$ cat src/rtl/core/cube_map_bilinear_sampler_assert.svh
// Assertion macros shared by the cube map sampler RTL.
`ifndef CUBE_MAP_BILINEAR_SAMPLER_ASSERT_SVH
`define CUBE_MAP_BILINEAR_SAMPLER_ASSERT_SVH
`ifndef SYNTH
`define CMBS_ASSERT(lbl, prop, msg) \
    lbl: assert property (@(posedge i_clk) disable iff (!i_rst_n) prop) else $error(msg);
`define CMBS_NEVER(lbl, expr, msg) \
    lbl: assert property (@(posedge i_clk) disable iff (!i_rst_n) !(expr)) else $error(msg);
`else
`define CMBS_ASSERT(lbl, prop, msg)
`define CMBS_NEVER(lbl, expr, msg)
`endif
`endif

$ cat src/rtl/core/cmbs_pkg.sv
// Shared constants, codes and types of the cube map sampler.
package cmbs_pkg;

    localparam int MAX_FACE_SIZE = 16;
    localparam int CH_BITS       = 16;
    localparam int STRIDE_MAX    = MAX_FACE_SIZE + 2;
    localparam int STORE_DEPTH   = 6 * STRIDE_MAX * STRIDE_MAX;
    localparam int ADDR_W        = $clog2(STORE_DEPTH);
    localparam int TEXEL_W       = 3 * CH_BITS;
    localparam int DIV_STEPS     = 17;

    localparam logic REQ_WRITE  = 1'b0;
    localparam logic REQ_SAMPLE = 1'b1;

    localparam logic [2:0] FACE_PX = 3'd0;
    localparam logic [2:0] FACE_NX = 3'd1;
    localparam logic [2:0] FACE_PY = 3'd2;
    localparam logic [2:0] FACE_NY = 3'd3;
    localparam logic [2:0] FACE_PZ = 3'd4;
    localparam logic [2:0] FACE_NZ = 3'd5;

    typedef enum logic [1:0] {
        FE_IDLE,
        FE_DIV,
        FE_POS,
        FE_PUSH
    } t_fe_state;

    typedef enum logic {
        BE_IDLE,
        BE_RUN
    } t_be_state;

    // One queued job: a texel write or a fully resolved sample.
    typedef struct packed {
        logic        is_sample;
        logic        wr_ok;
        logic [2:0]  face;
        logic [16:0] u;
        logic [16:0] v;
        logic [4:0]  x0;     // column for a write, base column for a sample
        logic [4:0]  y0;     // row for a write, base row for a sample
        logic [15:0] fx;
        logic [15:0] fy;
        logic [4:0]  stride;
        logic [TEXEL_W-1:0] texel;
    } t_job;

endpackage

$ cat src/rtl/core/cmbs_fifo.sv
// Two-entry job queue between the front and back ends.
`include "cube_map_bilinear_sampler_assert.svh"
module cmbs_fifo import cmbs_pkg::*; (
    input  logic i_clk,
    input  logic i_rst_n,
    input  logic i_valid,
    output logic o_ready,
    input  t_job i_job,
    output logic o_valid,
    input  logic i_ready,
    output t_job o_job
);

    t_job       r_mem [2];
    logic       r_wp, n_wp, r_rp, n_rp;
    logic [1:0] r_cnt, n_cnt;
    logic       w_push, w_pop;

    assign o_ready = (r_cnt != 2'd2);
    assign o_valid = (r_cnt != 2'd0);
    assign o_job   = r_mem[r_rp];
    assign w_push  = i_valid && o_ready;
    assign w_pop   = o_valid && i_ready;

    always_comb begin
        n_wp  = w_push ? ~r_wp : r_wp;
        n_rp  = w_pop ? ~r_rp : r_rp;
        n_cnt = r_cnt + 2'(w_push) - 2'(w_pop);
    end

    always_ff @(posedge i_clk) begin
        if (!i_rst_n) begin
            r_wp  <= 1'b0;
            r_rp  <= 1'b0;
            r_cnt <= 2'd0;
        end else begin
            r_wp  <= n_wp;
            r_rp  <= n_rp;
            r_cnt <= n_cnt;
        end
        if (w_push) begin
            r_mem[r_wp] <= i_job;
        end
    end

    `CMBS_NEVER(a_cnt_range, r_cnt == 2'd3, "queue count out of range")
    `CMBS_ASSERT(a_ptr_match, (r_cnt == 2'd0 || r_cnt == 2'd2) |-> (r_wp == r_rp), "queue pointers disagree with count")

endmodule

$ cat config.mk
export PLATFORM = sky130hd
export DESIGN_NAME = cmbs_fifo
export DESIGN_NICKNAME = d
export VERILOG_FILES = /design/src/rtl/core/cmbs_pkg.sv /design/src/rtl/core/cmbs_fifo.sv
export VERILOG_INCLUDE_DIRS = /design/src /design/src/rtl/core
export SDC_FILE = /design/constraint.sdc
export NUM_CORES = 1
export LEC_CHECK = 0
export BUFFER_PORTS_ARGS = -buffer_cell sky130_fd_sc_hd__buf_2
export CAP_MARGIN = 20
export CORE_UTILIZATION = 40
export CTS_CLUSTER_DIAMETER = 30
export DETAILED_ROUTE_END_ITERATION = 10
export MAX_ROUTING_LAYER = met4
export PLACE_DENSITY = 0.66
export SYNTH_ARGS = -nofsm -noshare
export SYNTH_HDL_FRONTEND = slang
export SYNTH_SLANG_ARGS = --single-unit
$ cat constraint.sdc
create_clock -name i_clk -period 8.3 [get_ports i_clk]
set_clock_uncertainty 0.2 [all_clocks]
set_input_delay 1.66 -clock i_clk [delete_from_list [all_inputs] [get_ports i_clk]]
set_output_delay 1.66 -clock i_clk [all_outputs]
set_load 0.05 [all_outputs]
## After elaboration in Yosys (flattened, before gate mapping)

Memory sizes are Yosys's and may differ from the RTL's. A register that Yosys moved wholly into a read port is not among the register bits.
Cells that the tools add are included.

- Register bits after elaboration: 4
- Memories: 1
- Bits of input ports: 138
- Memory bits (writable): 268
- Word-level logic and storage cells: 16

- Reductions and logical operators: 3
- Mux-type cells: 4
- $add $sub $neg: 2
- Equal/unequal tests: 1
- Bitwise gates (word level): 2

Memory list:

| name | words | bits a word | read ports | clocked after Yosys merged registers in | wr ports | RTL line | source |
|---|---|---|---|---|---|---|---|
| r_mem | 2 | 134 | 1 | 1 | 1 | cmbs_fifo.sv:14 | `t_job r_mem [2];` |

Operators by type and width:

| cell | number |
|---|---|
| 1-bit two-way mux | 4 |
| 2-bit by 1-bit adder with 2-bit output | 1 |
| 1-bit logical AND | 2 |
| 2-bit != test (second input constant) | 1 |
| 1-bit NOT | 2 |
| 2-bit nonzero test | 1 |
| 2-bit by 1-bit subtractor with 2-bit output | 1 |

## Depth between registers and ports, before layout

Gate-level depths: netlist of run 1.

- Word-level depth: 4
- Gate-level depth with buffers: 8

## Least setup slack after synthesis of run 1

No wires, ideal clock.

- Kind: input to register
- Start: input port i_valid
- End: memory r_mem[0][0] (netlist bit) (enable)
- Arrival time: 7.346 ns
- Cell stages on the path: 2
- Path buffers: 0
- Path slack: 0.125 ns
- Cells stage by stage: nand2_1 > nor2_1

- Longest elaborated chain between the ends: 3

RTL lines:

| what | RTL line | source |
|---|---|---|
| from (decl) | cmbs_fifo.sv:6 | `input logic i_valid,` |
| 1-bit logical AND | cmbs_fifo.sv:22 | `assign w_push = i_valid && o_ready;` |
| 1-bit two-way mux | cmbs_fifo.sv:41 | `if (w_push) begin` |
| 1-bit two-way mux (not written as such) | cmbs_fifo.sv:42 | `r_mem[r_wp] <= i_job;` |
| to (decl) | cmbs_fifo.sv:14 |  |

Every way passes these cells.

==> results of run 1 <==
[cell families (layout without fill, tap and decap cells)]
family,count (synthesis),after routing,share of synthesized area
DFF,273,273,0.803
muxes,135,135,0.172
buffers and inverters,16,372,0.0127
and+or+nand+nor,11,11,0.00605
xor gates and xnor gates,3,3,0.00259
adders and majority gates,2,2,0.00247
AOI/OAI and AO/OA,1,1,0.000741
other,0,2,0
[critical path, delay by kind of cell (launching register included)]
kind,cells,cell delay (ns)
buffers and inverters,2,0.97
flip-flops,1,0.70
multiplexers,1,0.42
[how the worst max path moves through the flow]
| stage | depth (start not counted) | from | endpoint |
|---|---|---|---|
| 5_1_grt | 3 | register | o_job[29] |
| 3_5_place_dp | 3 | i_valid | r_mem[1][48]$_DFFE_PP_ |
| 6_report | 3 | register | o_job[3] |
| 3_3_place_gp | 3 | i_valid | r_mem[1][46]$_DFFE_PP_ |
| 2_1_floorplan | 2 | i_valid | r_mem[0][0]$_DFFE_PP_ |
| 4_1_cts | 3 | register | o_job[29] |
[through the flow]
stage,std cells,utilization,setup WS [ns],cell area [sq um]
after floorplan,441,-,0.125,10100
after global placement,1028,0.481,4.22,11800
after detailed placement,1028,0.481,4.14,11800
after CTS,1121,0.550,3.68,13500
after global routing,1123,0.550,3.59,13500
final,1123,0.550,3.74,13500
[layout by cell type, fill, tap and decap left out]
| master | count |
|---|---|
| clkinv_2 | 7 |
| mux2i_1 | 1 |
| dfxtp_1 | 4 |
| clkbuf_16 | 53 |
| mux2_2 | 74 |
| buf_4 | 5 |
| and3_4 | 1 |
| mux2_4 | 60 |
| buf_2 | 273 |
| nand2_1 | 2 |
| diode_2 | 2 |
| clkbuf_1 | 2 |
| xnor2_1 | 3 |
| clkinv_4 | 5 |
| dfxtp_4 | 1 |
| bufinv_16 | 4 |
| inv_1 | 1 |
| nor2b_1 | 2 |
| clkinv_1 | 7 |
| nor2_4 | 1 |
| nand2b_1 | 2 |
| clkinvlp_4 | 8 |
| ha_1 | 2 |
| and2_1 | 2 |
| o21a_1 | 1 |
| edfxtp_1 | 268 |
| inv_6 | 7 |
| or2_2 | 1 |
[sequential cells by signal (all words and copies together) (netlist names), named ones only]
| signal | cells |
|---|---|
| r_cnt | 2 |
| r_mem | 268 |
| r_rp | 1 |
| r_wp | 1 |
[where the power goes]
group          total [uW]  switching [uW]  internal [uW]
Combinational        1500            1060            440
Clock                1950             662           1290
Sequential           1810            67.6           1740
[cell type report]
type,count,area share
multi-input cells,152,0.139
inverters,1,0.000277
diodes,2,0.000370
flip-flops and latches,273,0.603
repair buffers,278,0.104
well taps,324,0.0300
clock inverters,38,0.0256
clock buffers,55,0.0986
[layer usage]
metal,routed length [um],vias up,global-route usage,share of wire
met1,7710,2562,0.167,0.40
met5,0,-,-,0
met4,431,0,0.0553,0.023
met3,1470,41,0.0511,0.077
li1,-,2408,-,-
met2,9530,219,0.252,0.50
==> impl_metrics.py, run 1 <==
metrics = {
    "cts": {
        "cts_inserted_buffers": 51,
        "clk_latency_ns": 0.52,
        "cts_root_buffer": "clkbuf_16",
        "ctsResizeCount": 0,
        "post-cts-setup-buffers": 0,
        "cts.hold.buffers_added": 0,
        "cts_num_sinks": 273,
        "clk_transition_reported_paths_ns": 0.05,
        "cts_htree_levels": 2,
        "cts_buffer_depth": 3,
        "cts_tree": "yes",
    },
    "power": {
        "final_power_uw": 5260,
        "power_leakage_uw": 0.00521,
        "vdd.ir_drop.worst_v": 0.000307,
        "power.density_cell_area_nw_per_um2": 389,
    },
    "timing": {
        "relative_slew_slack": 0.315,
        "hold_slack_ns": 0.324,
        "max_freq_mhz": 219,
        "final-hold-violation-count": 0,
        "unrepaired_setup_endpoints_after_global_routing": "false",
        "max_slew.worst_pin.slew_ns": 1.03,
        "setup_tns_ns": 0,
        "timing.final.setup_violations": 0,
        "timing_max_transition_violations_final": 0,
        "timing.final.crit_share": 0.549,
        "fin_crit_ns": 4.56,
    },
    "hold_path": {
        "worst_hold_path_type": "register to register",
        "worst_hold_path.endpoint": "r_wp$_SDFFE_PN0N_",
        "worstHoldPathCells": 2,
        "timing.hold.worst.start": "r_wp$_SDFFE_PN0N_",
    },
    "synthesis": {
        "post_synthesis_async_set_or_reset_flop_share": 0,
        "synth_warnings": 0,
        "ys_ff_latch": 273,
        "synth_area_leader_cell": "edfxtp_1",
        "synth_area_sq_um": 10100,
        "synthCells": 441,
        "postSynth.topFlopCell": "edfxtp_1",
        "synth_common_cells": "edfxtp_1 (268), mux2_2 (74), mux2_4 (60)",
        "synth.area.top_cells": "edfxtp_1 (79%), mux2_4 (8.9%), mux2_2 (8.2%)",
        "yosysSeqAreaShare": 0.803,
        "ys_types": 18,
        "yosys.cell_count.top_type": "edfxtp_1",
        "synthDominantCellAreaShare": 0.794,
        "syn_avg_cell_area_sq_um": 23.0,
        "syn-num-nets": 581,
        "synth-edff-count": 268,
    },
    "die": {
        "core.rowCount": 57,
        "pin_count": 274,
        "dieArea_sq_um": 26000,
        "die-width_um": 161,
        "start_util": 0.412,
        "coreArea_sq_um": 24600,
        "floorplan.die.height_um": 161,
    },
    "critical_path": {
        "regToRegSetupSlack_ns": 5.41,
        "worst-path-max-fanout": 63,
        "setup.worst_path.end_class": "output port",
        "r2r_end": "r_mem[1][45]$_DFFE_PP_",
        "timing.critical_path.cells": "buf_4, mux2_2, buf_2",
        "crit_path_max_incr_delay_ns": 0.76,
        "worst_r2r_path_depth": 3,
        "startpoint_type": "register",
        "cp_arrival_ns": 2.70,
        "worstReg2RegStart": "r_cnt[0]$_SDFF_PN0_",
        "critPathKind": "register to output port",
        "worst-endpoint-required_ns": 6.44,
        "crit_path_top_delay_cell": "buf_4",
    },
    "global_route": {
        "initial_antenna_violation_count": 2,
        "grt_start_max_net_pins": 74,
        "via_count_of_the_first_global_routing_pass": 5861,
        "wire_length_of_the_first_global_routing_pass_mm": 29.6,
        "grt.total_usage": 0.151,
        "gr-total-overflow": 0,
    },
    "drt": {
        "detailedRoute.firstPassIterationCount": 6,
        "routedWlPerCell_um": 17.0,
        "postRouteAntennaNets": 0,
        "vias": 5230,
        "drt-initial-drc-count": 267,
        "drc": 0,
        "avgViaCountPerCell": 4.66,
        "drt_wl_total_mm": 19.1,
    },
    "place": {
        "io_buffers": 273,
        "gp_congestion": 0.719,
        "detailed_place_hpwl_mm": 12.3,
    },
    "layout": {
        "layout.area.seq_sq_um": 8150,
        "area_delta_synth_final_pct": 33.4,
        "drive_gt1_frac": 0.627,
        "post_layout_net_count": 897,
        "final.fill_count": 1955,
        "multiInputGateArea_sq_um": 1880,
    },
    "run_status": {
        "status": "finished clean",
    },
    "job": {
        "cap_viol_max_count": 0,
    },
}
(Power assumes the default switching activity.)
==> inputs of run 2 (changes only) <==
- clock period: 8.3 -> 3.7 ns (I/O delays scaled with it)
==> impl_metrics.py, run 2 (synthesized netlist as in run 1, its figures left out) <==
metrics = {
    "run_status": {
        "status": "finished clean",
    },
    "timing": {
        "timing.final.crit_share": 0.823,
        "timing_max_transition_violations_final": 0,
        "relative_slew_slack": 0.437,
        "timing.final.setup_violations": 0,
        "max_freq_mhz": 328,
        "unrepaired_setup_endpoints_after_global_routing": "false",
        "hold_slack_ns": 0.202,
        "max_slew.worst_pin.slew_ns": 0.845,
        "fin_crit_ns": 3.05,
        "final-hold-violation-count": 0,
        "setup_tns_ns": 0,
    },
    "place": {
        "detailed_place_hpwl_mm": 12.5,
        "dp.cells": 1029,
        "gp_congestion": 0.738,
        "io_buffers": 273,
    },
    "power": {
        "final_power_uw": 11800,
        "power.density_cell_area_nw_per_um2": 872,
        "power_leakage_uw": 0.00525,
        "vdd.ir_drop.worst_v": 0.000532,
    },
    "cts": {
        "post-cts-setup-buffers": 0,
        "cts.hold.buffers_added": 0,
        "cts_inserted_buffers": 50,
        "ctsResizeCount": 0,
        "cts_buffer_depth": 3,
        "cts_root_buffer": "clkbuf_16",
        "clk_transition_reported_paths_ns": 0.05,
        "cts_htree_levels": 2,
        "clk_latency_ns": 0.51,
        "cts_tree": "yes",
        "cts_num_sinks": 273,
    },
    "layout": {
        "layout.cells.most_common_list": "buf_2 (273), edfxtp_1 (268), mux2_2 (74)",
        "area_delta_synth_final_pct": 34.0,
        "final.fill_count": 1941,
        "layoutNonFillerInstCount": 1122,
        "max_flop_register": "r_mem",
        "largest_register_ff_count": 268,
        "drive_gt1_frac": 0.629,
        "n_antenna_cell": 0,
        "biggestRegsByFlops": "r_mem: 268 flops, r_cnt: 2 flops",
        "mostFrequentLayoutCell": "buf_2",
        "post_layout_net_count": 897,
    },
    "die": {
        "start_util": 0.412,
        "dieArea_sq_um": 26000,
        "coreArea_sq_um": 24600,
        "pin_count": 274,
        "core.rowCount": 57,
        "floorplan.die.height_um": 161,
        "die-width_um": 161,
    },
    "job": {
        "cap_viol_max_count": 0,
    },
    "global_route": {
        "initial_antenna_violation_count": 0,
        "wire_length_of_the_first_global_routing_pass_mm": 29.3,
        "via_count_of_the_first_global_routing_pass": 5719,
        "grt_start_max_net_pins": 72,
        "grt.total_usage": 0.149,
        "gr-total-overflow": 0,
    },
    "critical_path": {
        "crit_buf_inv": 2,
        "crit_family": "buffers and inverters",
        "critPathKind": "register to output port",
        "timing.critical_path.cells": "buf_12, mux2_2, buf_2",
        "setup.worst_path.end_class": "output port",
        "worstReg2RegStart": "r_cnt[0]$_SDFF_PN0_",
        "crit_path_max_incr_delay_ns": 0.55,
        "crit_path_top_delay_cell": "dfxtp_4",
        "worst-endpoint-required_ns": 2.76,
        "worst-path-max-fanout": 59,
        "startpoint_type": "register",
        "cp_arrival_ns": 2.11,
    },
    "hold_path": {
        "worst_hold_path_type": "input port to register",
        "timing.hold.worst.start": "i_job[16]",
    },
    "drt": {
        "routedWlPerCell_um": 16.9,
        "avgViaCountPerCell": 4.61,
        "drt-initial-drc-count": 245,
        "detailedRoute.firstPassIterationCount": 4,
        "postRouteAntennaNets": 0,
        "vias": 5178,
        "drt_wl_total_mm": 19.0,
        "drc": 0,
    },
}
## run 2: cell types whose count changed in the layout (fill, tap and decap cells not counted), moves of 3 or more
cell,previous run,this run
buf_12,0,4
buf_4,5,2
clkbuf_1,2,5
clkinv_1,7,3
clkinv_2,7,12
inv_6,7,3
## run 2: area by class of cell
type,instances,area (sq um),area share
Multi-Input combinational cell,152,1880,0.138
Clock inverter,35,345,0.0254
Inverter,1,3.75,0.000276
Sequential cell,273,8150,0.600
Timing Repair Buffer,279,1460,0.108
Clock buffer,58,1350,0.0990
Tap cell,324,405,0.0298
## run 2: worst paths after layout
kind,depth (start not counted),to,slack [ns]
setup / recovery,3,o_job[58],0.65
hold / removal,1,r_mem[1][16]$_DFFE_PP_,0.20
setup reg to reg,3,r_mem[1][120]$_DFFE_PP_,1.57
hold reg to reg,2,r_wp$_SDFFE_PN0N_,0.33
## run 2: stage by stage
step / setup WS, ns / instance area, sq um / util
finish: 0.655 / 13600 / 0.552
detailed placement: 1.18 / 11900 / 0.484
global placement: 1.20 / 11900 / 0.484
CTS: 0.627 / 13600 / 0.552
global route: 0.564 / 13600 / 0.552
floorplan: 0.0210 / 10100 / -
## run 2: routing by layer
metal / vias to the layer above / GRT usage / part of all wire
met1: 2483 / 0.169 / 0.39
met2: 233 / 0.242 / 0.49
met3: 55 / 0.0506 / 0.091
met4: 0 / 0.0626 / 0.031
met5: - / - / 0
li1: 2407 / - / -
## run 2: power by group
group | internal [uW] | leakage (uW) | switching (uW)
clock network | 2950 | 0.000821 | 1440
logic | 1010 | 0.00188 | 2410
registers | 3900 | 0.00255 | 131
total | 7860 | 0.00525 | 3980
