===== src/rtl/core/cube_map_bilinear_sampler_assert.svh =====
// Assertion macros shared by the cube map sampler RTL.
`ifndef CUBE_MAP_BILINEAR_SAMPLER_ASSERT_SVH
`define CUBE_MAP_BILINEAR_SAMPLER_ASSERT_SVH
`ifndef SYNTH
`define CMBS_ASSERT(lbl, prop, msg) \
    lbl: assert property (@(posedge i_clk) disable iff (!i_rst_n) prop) else $error(msg);
`define CMBS_NEVER(lbl, expr, msg) \
    lbl: assert property (@(posedge i_clk) disable iff (!i_rst_n) !(expr)) else $error(msg);
`else
`define CMBS_ASSERT(lbl, prop, msg)
`define CMBS_NEVER(lbl, expr, msg)
`endif
`endif


===== src/rtl/core/cmbs_pkg.sv =====
// Shared constants, codes and types of the cube map sampler.
package cmbs_pkg;

    localparam int MAX_FACE_SIZE = 16;
    localparam int CH_BITS       = 16;
    localparam int STRIDE_MAX    = MAX_FACE_SIZE + 2;
    localparam int STORE_DEPTH   = 6 * STRIDE_MAX * STRIDE_MAX;
    localparam int ADDR_W        = $clog2(STORE_DEPTH);
    localparam int TEXEL_W       = 3 * CH_BITS;
    localparam int DIV_STEPS     = 17;

    localparam logic REQ_WRITE  = 1'b0;
    localparam logic REQ_SAMPLE = 1'b1;

    localparam logic [2:0] FACE_PX = 3'd0;
    localparam logic [2:0] FACE_NX = 3'd1;
    localparam logic [2:0] FACE_PY = 3'd2;
    localparam logic [2:0] FACE_NY = 3'd3;
    localparam logic [2:0] FACE_PZ = 3'd4;
    localparam logic [2:0] FACE_NZ = 3'd5;

    typedef enum logic [1:0] {
        FE_IDLE,
        FE_DIV,
        FE_POS,
        FE_PUSH
    } t_fe_state;

    typedef enum logic {
        BE_IDLE,
        BE_RUN
    } t_be_state;

    // One queued job: a texel write or a fully resolved sample.
    typedef struct packed {
        logic        is_sample;
        logic        wr_ok;
        logic [2:0]  face;
        logic [16:0] u;
        logic [16:0] v;
        logic [4:0]  x0;     // column for a write, base column for a sample
        logic [4:0]  y0;     // row for a write, base row for a sample
        logic [15:0] fx;
        logic [15:0] fy;
        logic [4:0]  stride;
        logic [TEXEL_W-1:0] texel;
    } t_job;

endpackage


===== src/rtl/core/cmbs_front.sv =====
// Front end: accepts requests; for a sample picks the face, divides for u and v, resolves texel position.
`include "cube_map_bilinear_sampler_assert.svh"
module cmbs_front import cmbs_pkg::*; (
    input  logic               i_clk,
    input  logic               i_rst_n,
    input  logic               i_valid,
    output logic               o_ready,
    input  logic               i_req_type,
    input  logic [2:0]         i_write_face,
    input  logic [4:0]         i_write_col,
    input  logic [4:0]         i_write_row,
    input  logic [TEXEL_W-1:0] i_texel,
    input  logic signed [15:0] i_dir_x,
    input  logic signed [15:0] i_dir_y,
    input  logic signed [15:0] i_dir_z,
    input  logic [4:0]         i_face_size,
    output logic               o_job_valid,
    input  logic               i_job_ready,
    output t_job               o_job
);

    function automatic logic [20:0] axis_pos(input logic [16:0] c, input logic [4:0] n);
        logic [21:0]        prod;
        logic signed [23:0] x;
        logic signed [23:0] hi;
        prod = 22'(c) * 22'(n);
        x    = signed'({2'b00, prod}) - 24'sd32768;
        hi   = signed'({3'b000, n, 16'h0000}) - 24'sd66;
        if (x < -24'sd65536) begin
            x = -24'sd65536;
        end
        if (x > hi) begin
            x = hi;
        end
        x = x + 24'sd65536;
        return x[20:0];
    endfunction

    t_fe_state r_state, n_state;
    t_job      r_job, n_job;
    logic [2:0]  r_face, n_face;
    logic        r_zero, n_zero;
    logic [17:0] r_den, n_den;
    logic [17:0] r_rem_u, n_rem_u, r_rem_v, n_rem_v;
    logic [16:0] r_low_u, n_low_u, r_low_v, n_low_v;
    logic [16:0] r_qu, n_qu, r_qv, n_qv;
    logic [4:0]  r_cnt, n_cnt;

    logic [4:0]  w_n;
    logic        w_accept;
    logic signed [17:0] w_ex, w_ey, w_ez, w_num_u, w_num_v, w_m_s, w_sum_u, w_sum_v;
    logic [16:0] w_ax, w_ay, w_az, w_m;
    logic [33:0] w_nu, w_nv;
    logic [17:0] w_tu, w_tv;
    logic        w_geu, w_gev;
    logic [16:0] w_u, w_v;
    logic [20:0] w_pu, w_pv;

    assign w_n = (i_face_size == 5'd0) ? 5'd1 :
                 (i_face_size > 5'(MAX_FACE_SIZE)) ? 5'(MAX_FACE_SIZE) : i_face_size;
    assign w_accept = i_valid && o_ready;

    // face choice and dividend set-up
    always_comb begin
        w_ex = 18'(i_dir_x);
        w_ey = 18'(i_dir_y);
        w_ez = 18'(i_dir_z);
        w_ax = i_dir_x[15] ? 17'(-w_ex) : 17'(w_ex);
        w_ay = i_dir_y[15] ? 17'(-w_ey) : 17'(w_ey);
        w_az = i_dir_z[15] ? 17'(-w_ez) : 17'(w_ez);
        priority if (w_ax >= w_ay && w_ax >= w_az) begin
            w_m     = w_ax;
            n_face  = (i_dir_x > 0) ? FACE_PX : FACE_NX;
            w_num_u = (i_dir_x > 0) ? -w_ez : w_ez;
            w_num_v = -w_ey;
        end else if (w_ay >= w_az) begin
            w_m     = w_ay;
            n_face  = (i_dir_y > 0) ? FACE_PY : FACE_NY;
            w_num_u = w_ex;
            w_num_v = (i_dir_y > 0) ? w_ez : -w_ez;
        end else begin
            w_m     = w_az;
            n_face  = (i_dir_z > 0) ? FACE_PZ : FACE_NZ;
            w_num_u = (i_dir_z > 0) ? w_ex : -w_ex;
            w_num_v = -w_ey;
        end
        w_m_s   = signed'({1'b0, w_m});
        w_sum_u = w_num_u + w_m_s;
        w_sum_v = w_num_v + w_m_s;
        w_nu    = {1'b0, w_sum_u[16:0], 16'h0000} + 34'(w_m);
        w_nv    = {1'b0, w_sum_v[16:0], 16'h0000} + 34'(w_m);
    end

    // one restoring step per lane
    assign w_tu  = {r_rem_u[16:0], r_low_u[16]};
    assign w_tv  = {r_rem_v[16:0], r_low_v[16]};
    assign w_geu = w_tu >= r_den;
    assign w_gev = w_tv >= r_den;

    assign w_u  = r_zero ? 17'd32768 : r_qu;
    assign w_v  = r_zero ? 17'd32768 : r_qv;
    assign w_pu = axis_pos(w_u, w_n);
    assign w_pv = axis_pos(w_v, w_n);

    // next state
    always_comb begin
        n_state = r_state;
        unique case (r_state)
            FE_IDLE: begin
                if (w_accept) begin
                    n_state = (i_req_type == REQ_SAMPLE) ? FE_DIV : FE_PUSH;
                end
            end
            FE_DIV: begin
                if (r_cnt == 5'd1) begin
                    n_state = FE_POS;
                end
            end
            FE_POS:  n_state = FE_PUSH;
            FE_PUSH: begin
                if (i_job_ready) begin
                    n_state = FE_IDLE;
                end
            end
            default: n_state = FE_IDLE;
        endcase
    end

    // datapath next values
    always_comb begin
        n_job   = r_job;
        n_zero  = r_zero;
        n_den   = r_den;
        n_rem_u = r_rem_u;
        n_rem_v = r_rem_v;
        n_low_u = r_low_u;
        n_low_v = r_low_v;
        n_qu    = r_qu;
        n_qv    = r_qv;
        n_cnt   = r_cnt;
        if (r_state == FE_IDLE && w_accept) begin
            n_zero  = (w_m == 17'd0);
            n_den   = {w_m, 1'b0};
            n_rem_u = {1'b0, w_nu[33:17]};
            n_rem_v = {1'b0, w_nv[33:17]};
            n_low_u = w_nu[16:0];
            n_low_v = w_nv[16:0];
            n_cnt   = 5'(DIV_STEPS);
            n_job           = '0;
            n_job.is_sample = (i_req_type == REQ_SAMPLE);
            n_job.face      = i_write_face;
            n_job.x0        = i_write_col;
            n_job.y0        = i_write_row;
            n_job.texel     = i_texel;
            n_job.stride    = w_n + 5'd2;
            n_job.wr_ok     = (i_write_face <= FACE_NZ) && (i_write_col <= w_n + 5'd1)
                              && (i_write_row <= w_n + 5'd1);
        end
        if (r_state == FE_DIV) begin
            n_rem_u = w_geu ? (w_tu - r_den) : w_tu;
            n_rem_v = w_gev ? (w_tv - r_den) : w_tv;
            n_low_u = {r_low_u[15:0], 1'b0};
            n_low_v = {r_low_v[15:0], 1'b0};
            n_qu    = {r_qu[15:0], w_geu};
            n_qv    = {r_qv[15:0], w_gev};
            n_cnt   = r_cnt - 5'd1;
        end
        if (r_state == FE_POS) begin
            n_job.face = r_face;
            n_job.u    = w_u;
            n_job.v    = w_v;
            n_job.x0   = w_pu[20:16];
            n_job.y0   = w_pv[20:16];
            n_job.fx   = w_pu[15:0];
            n_job.fy   = w_pv[15:0];
        end
    end

    // outputs
    always_comb begin
        o_ready     = (r_state == FE_IDLE);
        o_job_valid = (r_state == FE_PUSH);
        o_job       = r_job;
    end

    always_ff @(posedge i_clk) begin
        if (!i_rst_n) begin
            r_state <= FE_IDLE;
        end else begin
            r_state <= n_state;
        end
        r_job   <= n_job;
        if (r_state == FE_IDLE && w_accept) begin
            r_face <= n_face;
        end
        r_zero  <= n_zero;
        r_den   <= n_den;
        r_rem_u <= n_rem_u;
        r_rem_v <= n_rem_v;
        r_low_u <= n_low_u;
        r_low_v <= n_low_v;
        r_qu    <= n_qu;
        r_qv    <= n_qv;
        r_cnt   <= n_cnt;
    end

    `CMBS_ASSERT(a_quot_range, (r_state == FE_POS && !r_zero) |-> (r_qu <= 17'd65536 && r_qv <= 17'd65536), "face coordinate above 1.0")
    `CMBS_ASSERT(a_div_len, (r_state == FE_DIV && r_cnt == 5'd1) |=> (r_state == FE_POS), "divider did not finish")

endmodule


===== config.mk =====
export PLATFORM = sky130hd
export DESIGN_NAME = cmbs_front
export DESIGN_NICKNAME = d
export VERILOG_FILES = /design/src/rtl/core/cmbs_pkg.sv /design/src/rtl/core/cmbs_front.sv
export VERILOG_INCLUDE_DIRS = /design/src /design/src/rtl/core
export SDC_FILE = /design/constraint.sdc
export NUM_CORES = 1
export LEC_CHECK = 0
export BUFFER_PORTS_ARGS = -buffer_cell sky130_fd_sc_hd__buf_2
export CORE_MARGIN = 5
export CORE_UTILIZATION = 50
export CTS_CLUSTER_DIAMETER = 30
export DETAILED_ROUTE_END_ITERATION = 6
export PLACE_DENSITY_LB_ADDON = 0.2
export SKIP_CTS_REPAIR_TIMING = 1
export SYNTH_ARGS = -nofsm -noshare
export SYNTH_HDL_FRONTEND = slang
export SYNTH_SLANG_ARGS = --single-unit

===== constraint.sdc =====
create_clock -name i_clk -period 26.8 [get_ports i_clk]
set_input_delay 2.68 -clock i_clk [delete_from_list [all_inputs] [get_ports i_clk]]
set_output_delay 2.68 -clock i_clk [all_outputs]
set_load 0.1 [all_outputs]

After elaboration in Yosys (flattened, before gate mapping)
Index checks and enable logic that the tools add are counted.
{"block": "word_totals", "regBits": 264, "inputBits": 119, "out_inout_bits": 136}
{"block": "classes", "add_sub_neg": 17, "n_mul": 2, "magnitude_cmp": 16, "eq_ne": 7, "n_mux": 44, "reduce_logical": 11}
{"op": "$mux W17", "count": 24}
{"op": "$mux W132", "count": 1}
{"op": "$mux W79", "count": 1}
{"op": "$add A33 B17 Y34", "count": 2}
{"op": "$ge A17 B17 Y1", "count": 3}
{"op": "$neg A16 Y17", "count": 3}
{"op": "$gt A16 B1 Y1 const B", "count": 3}
{"op": "$gt A24 B22 Y1", "count": 2}
{"op": "$mux W24", "count": 2}
{"op": "$lt A23 B17 Y1 const B", "count": 2}
{"op": "$sub A22 B16 Y23 const B", "count": 2}
{"op": "$mul A17 B5 Y22", "count": 2}
{"op": "$add A21 B18 Y21 const B", "count": 2}
{"op": "$mux W21", "count": 2}
{"op": "$ge A18 B18 Y1", "count": 2}
{"op": "$add A17 B17 Y17", "count": 2}
{"op": "$sub A17 B17 Y17", "count": 2}
{"op": "$sub A21 B7 Y22 const B", "count": 1}
{"op": "$mux W5", "count": 4}
{"op": "$logic_not A17 Y1", "count": 1}
{"op": "$le A5 B5 Y1", "count": 2}
{"op": "$mux W2", "count": 4}
{"op": "$pmux W2 S4", "count": 1}
{"op": "$mux W3", "count": 2}
{"op": "other kinds (16)", "count": 25}

Longest topological paths before layout
Gate-level depths: netlist of run 1.
{"block": "depth", "word_depth": 11, "depth_mapped": 46, "depth_no_buf": 41}

Least setup slack after synthesis of run 1
Ideal clock, no wire load.
{"block": "synth_timing", "kind": "input port to flip-flop", "from": "input i_face_size[3]", "to": "register r_job (netlist bit o_job[89]), data pin", "arrival_time_ns": 11.594, "slack_ns": 14.950, "cell_stages": 43, "path_cell_list": "clkbuf_1 -> nor3_1 -> o21ai_0 -> clkbuf_1 -> buf_1 -> nor2_1 -> ha_1 -> inv_1 -> fa_1 -> fa_1 -> inv_1 -> fa_1 -> a211oi_1 -> o21ai_0 -> a31oi_1 -> o21ai_0 -> a31oi_1 -> o21ai_0 -> [... 7 more ...] -> clkbuf_1 -> or2_2 -> ha_1 -> and4_1 -> nand4_1 -> or4_1 -> nor4_1 -> a41oi_1 -> nand3_1 -> o21a_1 -> buf_2 -> mux2_2 -> ha_1 -> nand3_1 -> xnor2_1 -> nand2_1 -> o22ai_1 -> a31o_2"}
{"item": "start: declaration", "line_no": "cmbs_front.sv:16", "text": "input logic [4:0] i_face_size,"}
{"item": "end signal: assignment", "line_no": "cmbs_front.sv:192", "text": "r_job <= n_job;"}
{"item": "end: declaration", "line_no": "cmbs_front.sv:40", "text": "t_job r_job, n_job;"}

==> results.ini, run 1 <==
[run_status]
status=complete, no violations

[routing]
first_iter_violations=1478
dr.pass1.iters=6
vias=19365
detail-route-antenna-nets=0
drc_errors=0
vias_per_cell=5.57
wl_per_cell_um=18.6
drt-total-wl_um=64800

[global_routing]
grt.total_usage_pct=24.4
antenna_found_initial=4
grt_max_degree=80
grt_pass1_wl_um=104000
grt_pass1_vias=19336
grt-ovfl-total=0

[clock_network]
clk_latency_ns=0.60
cts_buffers=54
cts_root_buffer=clkbuf_16
cts_sinks=248
htree_levels=2
cts_buffer_depth=3
clk_pin_slew_ns=0.05
cts_tree=done

[die]
dieWidth_um=228
io_pins=255
die_area_um2=51900
die_height_um=228
start_util_pct=50.7
rows=79
core_area_um2=46800

[timing]
fin_crit_sh_pct=46.8
max_freq_mhz=79.7
fin_ws_ns=14.25
relSlewSlack_pct=22.8
finalSetupTns_ns=0
skew_ns=0.0311
finalHoldViolCount=0
worst_pin_slew_ns=1.16
min_period_ns=12.55
drv_slew=0
rsz0062_at_grt=false
setup_viol=0

[logic_synthesis]
yosys.area.top_type=edfxtp_1
synth-edff-count=245
ys_ff_latch=248
syn_avg_cell_area_um2=9.21
netlist_instances=2576
yosys.area.top_type_share_pct=31.0
yosys-top-cells-count=inv_1, ha_1, nor2_1, edfxtp_1, nand2_1
synth_nets=3055
async_flop_share_pct=0
ys_types=73
synth-main-ff-cell=edfxtp_1
syn_area_um2=23700
ys_seq_area_share_pct=31.3
synthTopCellsByArea=edfxtp_1, ha_1, fa_1, xnor2_1, inv_1
synth.most_common_cell=inv_1
ys.warnings.count=0

[critical_path]
slowest_stage=ha_1
path_class=in -> reg
crit_required_ns=27.14
end_kind=flip-flop
cp_common_cell=fa_1
max_stage_delay_ns=0.61
critPathLaunchType=primary input
arrival_ns=12.89
path_max_fanout=23

[placement]
gp_congestion=0.937
hpwl_um=51200
io_buffers=254
dp.cells=3377
dp_slack_ns=13.82

[power_and_ir_drop]
peakVddDrop_uv=94.9
power.leakage_uw=0.0125
powerDensity_nw_per_um2=138

[layout]
fin_nets=3305
area_growth_pct=16.1
drive_gt1_share_pct=15.1
seqCellArea_um2=7420
multiInputGateArea_um2=14900
stdcell_count=3479
n_fill_cell=4098
utilization_pct=58.9

[job]
drv_cap=0

[min_path]
hold_class=reg -> reg

[power by group]
part	total [µW]	internal (µW)	switching (µW)
registers	734	665	69.9
logic	2400	729	1670
clock network	662	432	230
total	3800	1830	1970
[final cells by class]
type                    instances  share of cell area (%)
diodes                          1                 0.00909
clock buffers                  56                    4.94
clock inverters                45                    1.82
inverters                     290                    3.96
multi-input cells            1952                    54.3
flip-flops and latches        248                    26.9
well taps                     607                    2.76
repair buffers                280                    5.33
[critical path: cells and delay by family]
family	cells	cell delay, ns
buf+inv	4	0.71
xor+xnor	2	0.22
compound gates	12	2.94
simple gates	12	2.86
mux	1	0.42
fa+ha+maj	7	3.04
[stage by stage]
stage | instance area (µm²) | power (µW) | hold slack (ns)
4_1_cts | 27500 | 3810 | 0.470
3_5_place_dp | 25700 | 3120 | 0.463
3_3_place_gp | 25700 | 3080 | 0.446
5_1_grt | 27500 | 4060 | 0.486
2_1_floorplan | 23700 | 2620 | 0.437
6_report | 27500 | 3800 | 0.467
[logic make-up after synthesis]
group	after synthesis	share of synthesized area (%)
DFF	248	31.3
adders and majority gates	360	22.0
buffers and inverters	376	5.97
xor gates and xnor gates	207	7.67
AOI/OAI and AO/OA	494	13.2
muxes	66	2.86
and+or+nand+nor	825	17.1
[path summary, 6_finish.rpt]
| path | end | slack (ns) | depth (start not counted) | startpoint |
|---|---|---|---|---|
| worst min-delay path | r_low_u[0]$_SDFFE_PP0P_ | 0.47 | 2 | r_low_u[0]$_SDFFE_PP0P_ |
| worst max register to register | o_job[89]$_DFFE_PP_ | 16.19 | 38 | r_zero$_DFFE_PP_ |
| worst max-delay path | o_job[89]$_DFFE_PP_ | 14.25 | 38 | i_face_size[4] |
| worst min register to register | r_low_u[0]$_SDFFE_PP0P_ | 0.47 | 2 | r_low_u[0]$_SDFFE_PP0P_ |
[flip-flops by register name, indices dropped and copies added (netlist names), 2 cells and up]
register and count:
o_job 134, r_den 17, r_low_u 17, r_qu 17
r_qv 17, r_rem_u 17, r_rem_v 17, r_cnt 5
r_face 3, r_state 2
[layout by cell type, fill, tap and decap left out, drive strengths merged, types with 15 or more instances in the layout]
cell,n
mux2i,52
nand4,25
a21boi,26
ha,266
clkinv,31
a21oi,133
a31oi,20
inv,293
a211oi,15
clkbuf,56
nand2,193
o21ai,132
o21a,23
or3,37
a21o,46
and2,62
nor3,36
fa,94
edfxtp,245
xnor2,125
or2,21
buf,280
nor2b,25
nand3,38
nor2,264
nand2b,62
xor2,82
[metal layers]
metal	global-route usage (%)	wire (µm)	up-vias	share of wire, %
met5	0	44	-	0.068
met4	8.28	2210	6	3.4
met3	4.29	3380	134	5.2
met2	40.6	30900	503	48
met1	32.5	28300	9278	44
li1	-	-	9444	-
Power figures use the tool's default switching activity.
==> run 2, diff against run 1 <==
==> constraint.sdc (replaced) <==
create_clock -name i_clk -period 10.25 [get_ports i_clk]
set_input_delay 1.025 -clock i_clk [delete_from_list [all_inputs] [get_ports i_clk]]
set_output_delay 1.025 -clock i_clk [all_outputs]
set_load 0.1 [all_outputs]
==> run 2 against run 1 <==
- global-route usage grew 0.27 points
- hold slack improved by 0.0069 ns
- via count is 0.99% higher
- wire length up 1.5%
- combinational power rose to 2.7 times the previous value
- die area unchanged
- final cell count up 0.89%
- critical endpoint unchanged
==> results.ini, run 2 (same netlist as run 1, synthesis figures left out) <==
[routing]
dr.max_layer_used=met5
vias_per_cell=5.57
m1WireLength_um=28300
vias=19557
drt-total-wl_um=65800
detail-route-antenna-nets=0
wl_met3_um=3600
wl_met2_um=31600
drc_errors=0
dr.pass1.iters=5
wl_per_cell_um=18.7
first_iter_violations=1472

[timing]
finalHoldWorstSlack_ns=0.474
relSlewSlack_pct=23.8
min_period_ns=9.76
drv_slew=0
fin_ws_ns=0.488
max_freq_mhz=102
skew_ns=0.0224
finalHoldViolCount=0
worst_pin_slew_ns=1.14
setup_viol=0
fin_crit_sh_pct=95.2

[global_routing]
grt_max_degree=80
antenna_found_initial=3
grt_pass1_vias=19602
grt.total_usage_pct=24.7
grt_pass1_wl_um=105000
grt-ovfl-total=0

[critical_path]
max_stage_delay_ns=0.55
slowest_stage=fa_1
arrival_ns=10.11
cp_common_cell=fa_1
end_kind=flip-flop
path_max_fanout=6
critPathLaunchType=primary input
crit_required_ns=10.60
r2r_cells=36
path_class=in -> reg
r2r_slack_ns=0.50

[run_status]
status=complete, no violations

[power_and_ir_drop]
seqPwrFrac_pct=18.9
switching_power_uw=5180
powerDensity_nw_per_um2=364
power_frac_clock_pct=18.6
power.leakage_uw=0.0127
internal_power_uw=4990
peakVddDrop_uv=255
power.total_uw=10200
switching_share_pct=51.0
comb_power_share_pct=62.5

[clock_network]
cts_buffers=57
clk_latency_ns=0.60
htree_levels=2
cts_tree=done
cts_buffer_depth=3
cts_root_buffer=clkbuf_16
cts_sinks=248
clk_pin_slew_ns=0.05

[die]
die_height_um=228
dieWidth_um=228
io_pins=255
die_area_um2=51900
core_area_um2=46800
start_util_pct=50.7
rows=79

[min_path]
hold_class=reg -> reg
whs_path_depth=2

[placement]
gp_congestion=0.927
hpwl_um=52200
dp_slack_ns=-0.0229
io_buffers=254
dp.cells=3399

[layout]
largest_reg_flops=134
layout_common_cells=inv_1, ha_1, nor2_1, buf_2, edfxtp_1
fin_nets=3334
area_growth_pct=17.8
n_fill_cell=4110
final_common_cell=inv_1
drive_gt1_share_pct=16.2
stdcell_count=3510

[job]
drv_cap=0

==> run 2: cell types whose count changed in the layout (fill, tap and decap cells not counted), sizes merged <==
| cell | previous run | this run |
|---|---|---|
| buf | 280 | 306 |
| clkbuf | 56 | 63 |
| bufinv | 6 | 10 |
| clkinv | 31 | 27 |
| inv | 293 | 291 |
==> run 2: power by group through the flow <==
stage | Clock [µW] | Sequential [µW] | Combinational [µW]
after CTS | 1920 | 1930 | 6340
after global placement | 0 | 1930 | 6190
after global routing | 1980 | 1970 | 6910
after detailed placement | 0 | 1940 | 6280
final | 1890 | 1920 | 6360
after floorplan | 0 | 3360 | 3480
==> run 2: layout make-up <==
class,instances,area [µm²],area share (%)
tap,607,759,2.72
multi-input combinational,1952,15000,53.5
sequential,248,7420,26.6
timing repair buffer,306,1690,6.04
antenna,1,2.50,0.00896
inverter,290,1090,3.90
clock inverter,43,553,1.98
clock buffer,63,1470,5.26
==> run 2: final timing paths <==
kind	from	to
setup / recovery	i_face_size[4]	o_job[89]$_DFFE_PP_
hold / removal	r_low_u[0]$_SDFFE_PP0P_	r_low_u[0]$_SDFFE_PP0P_
setup reg to reg	r_zero$_DFFE_PP_	o_job[89]$_DFFE_PP_
hold reg to reg	r_low_u[0]$_SDFFE_PP0P_	r_low_u[0]$_SDFFE_PP0P_
==> run 2: worst max-delay path: cells and delay by family <==
family | cells | cell delay [ns]
AO/OA/AOI/OAI | 12 | 2.68
XOR/XNOR | 2 | 0.23
adder cells (fa/ha/maj) | 7 | 2.99
buffers and inverters | 3 | 0.31
multiplexers | 1 | 0.39
AND/OR/NAND/NOR | 12 | 2.51
==> run 2: per-stage QoR <==
step / cell area (µm²) / TNS, ns / util, %
finish: 27900 / 0 / 59.7
global route: 27900 / -0.0105 / 59.7
CTS: 27900 / 0 / 59.6
detailed placement: 25900 / -0.0229 / 55.3
global placement: 25900 / 0 / 55.3
floorplan: 23700 / 0 / -
==> run 2: routing by layer <==
layer	vias up	track usage, %
li1	9493	-
met1	9337	32.2
met2	587	41.9
met3	136	4.31
met4	4	8.21
met5	-	0
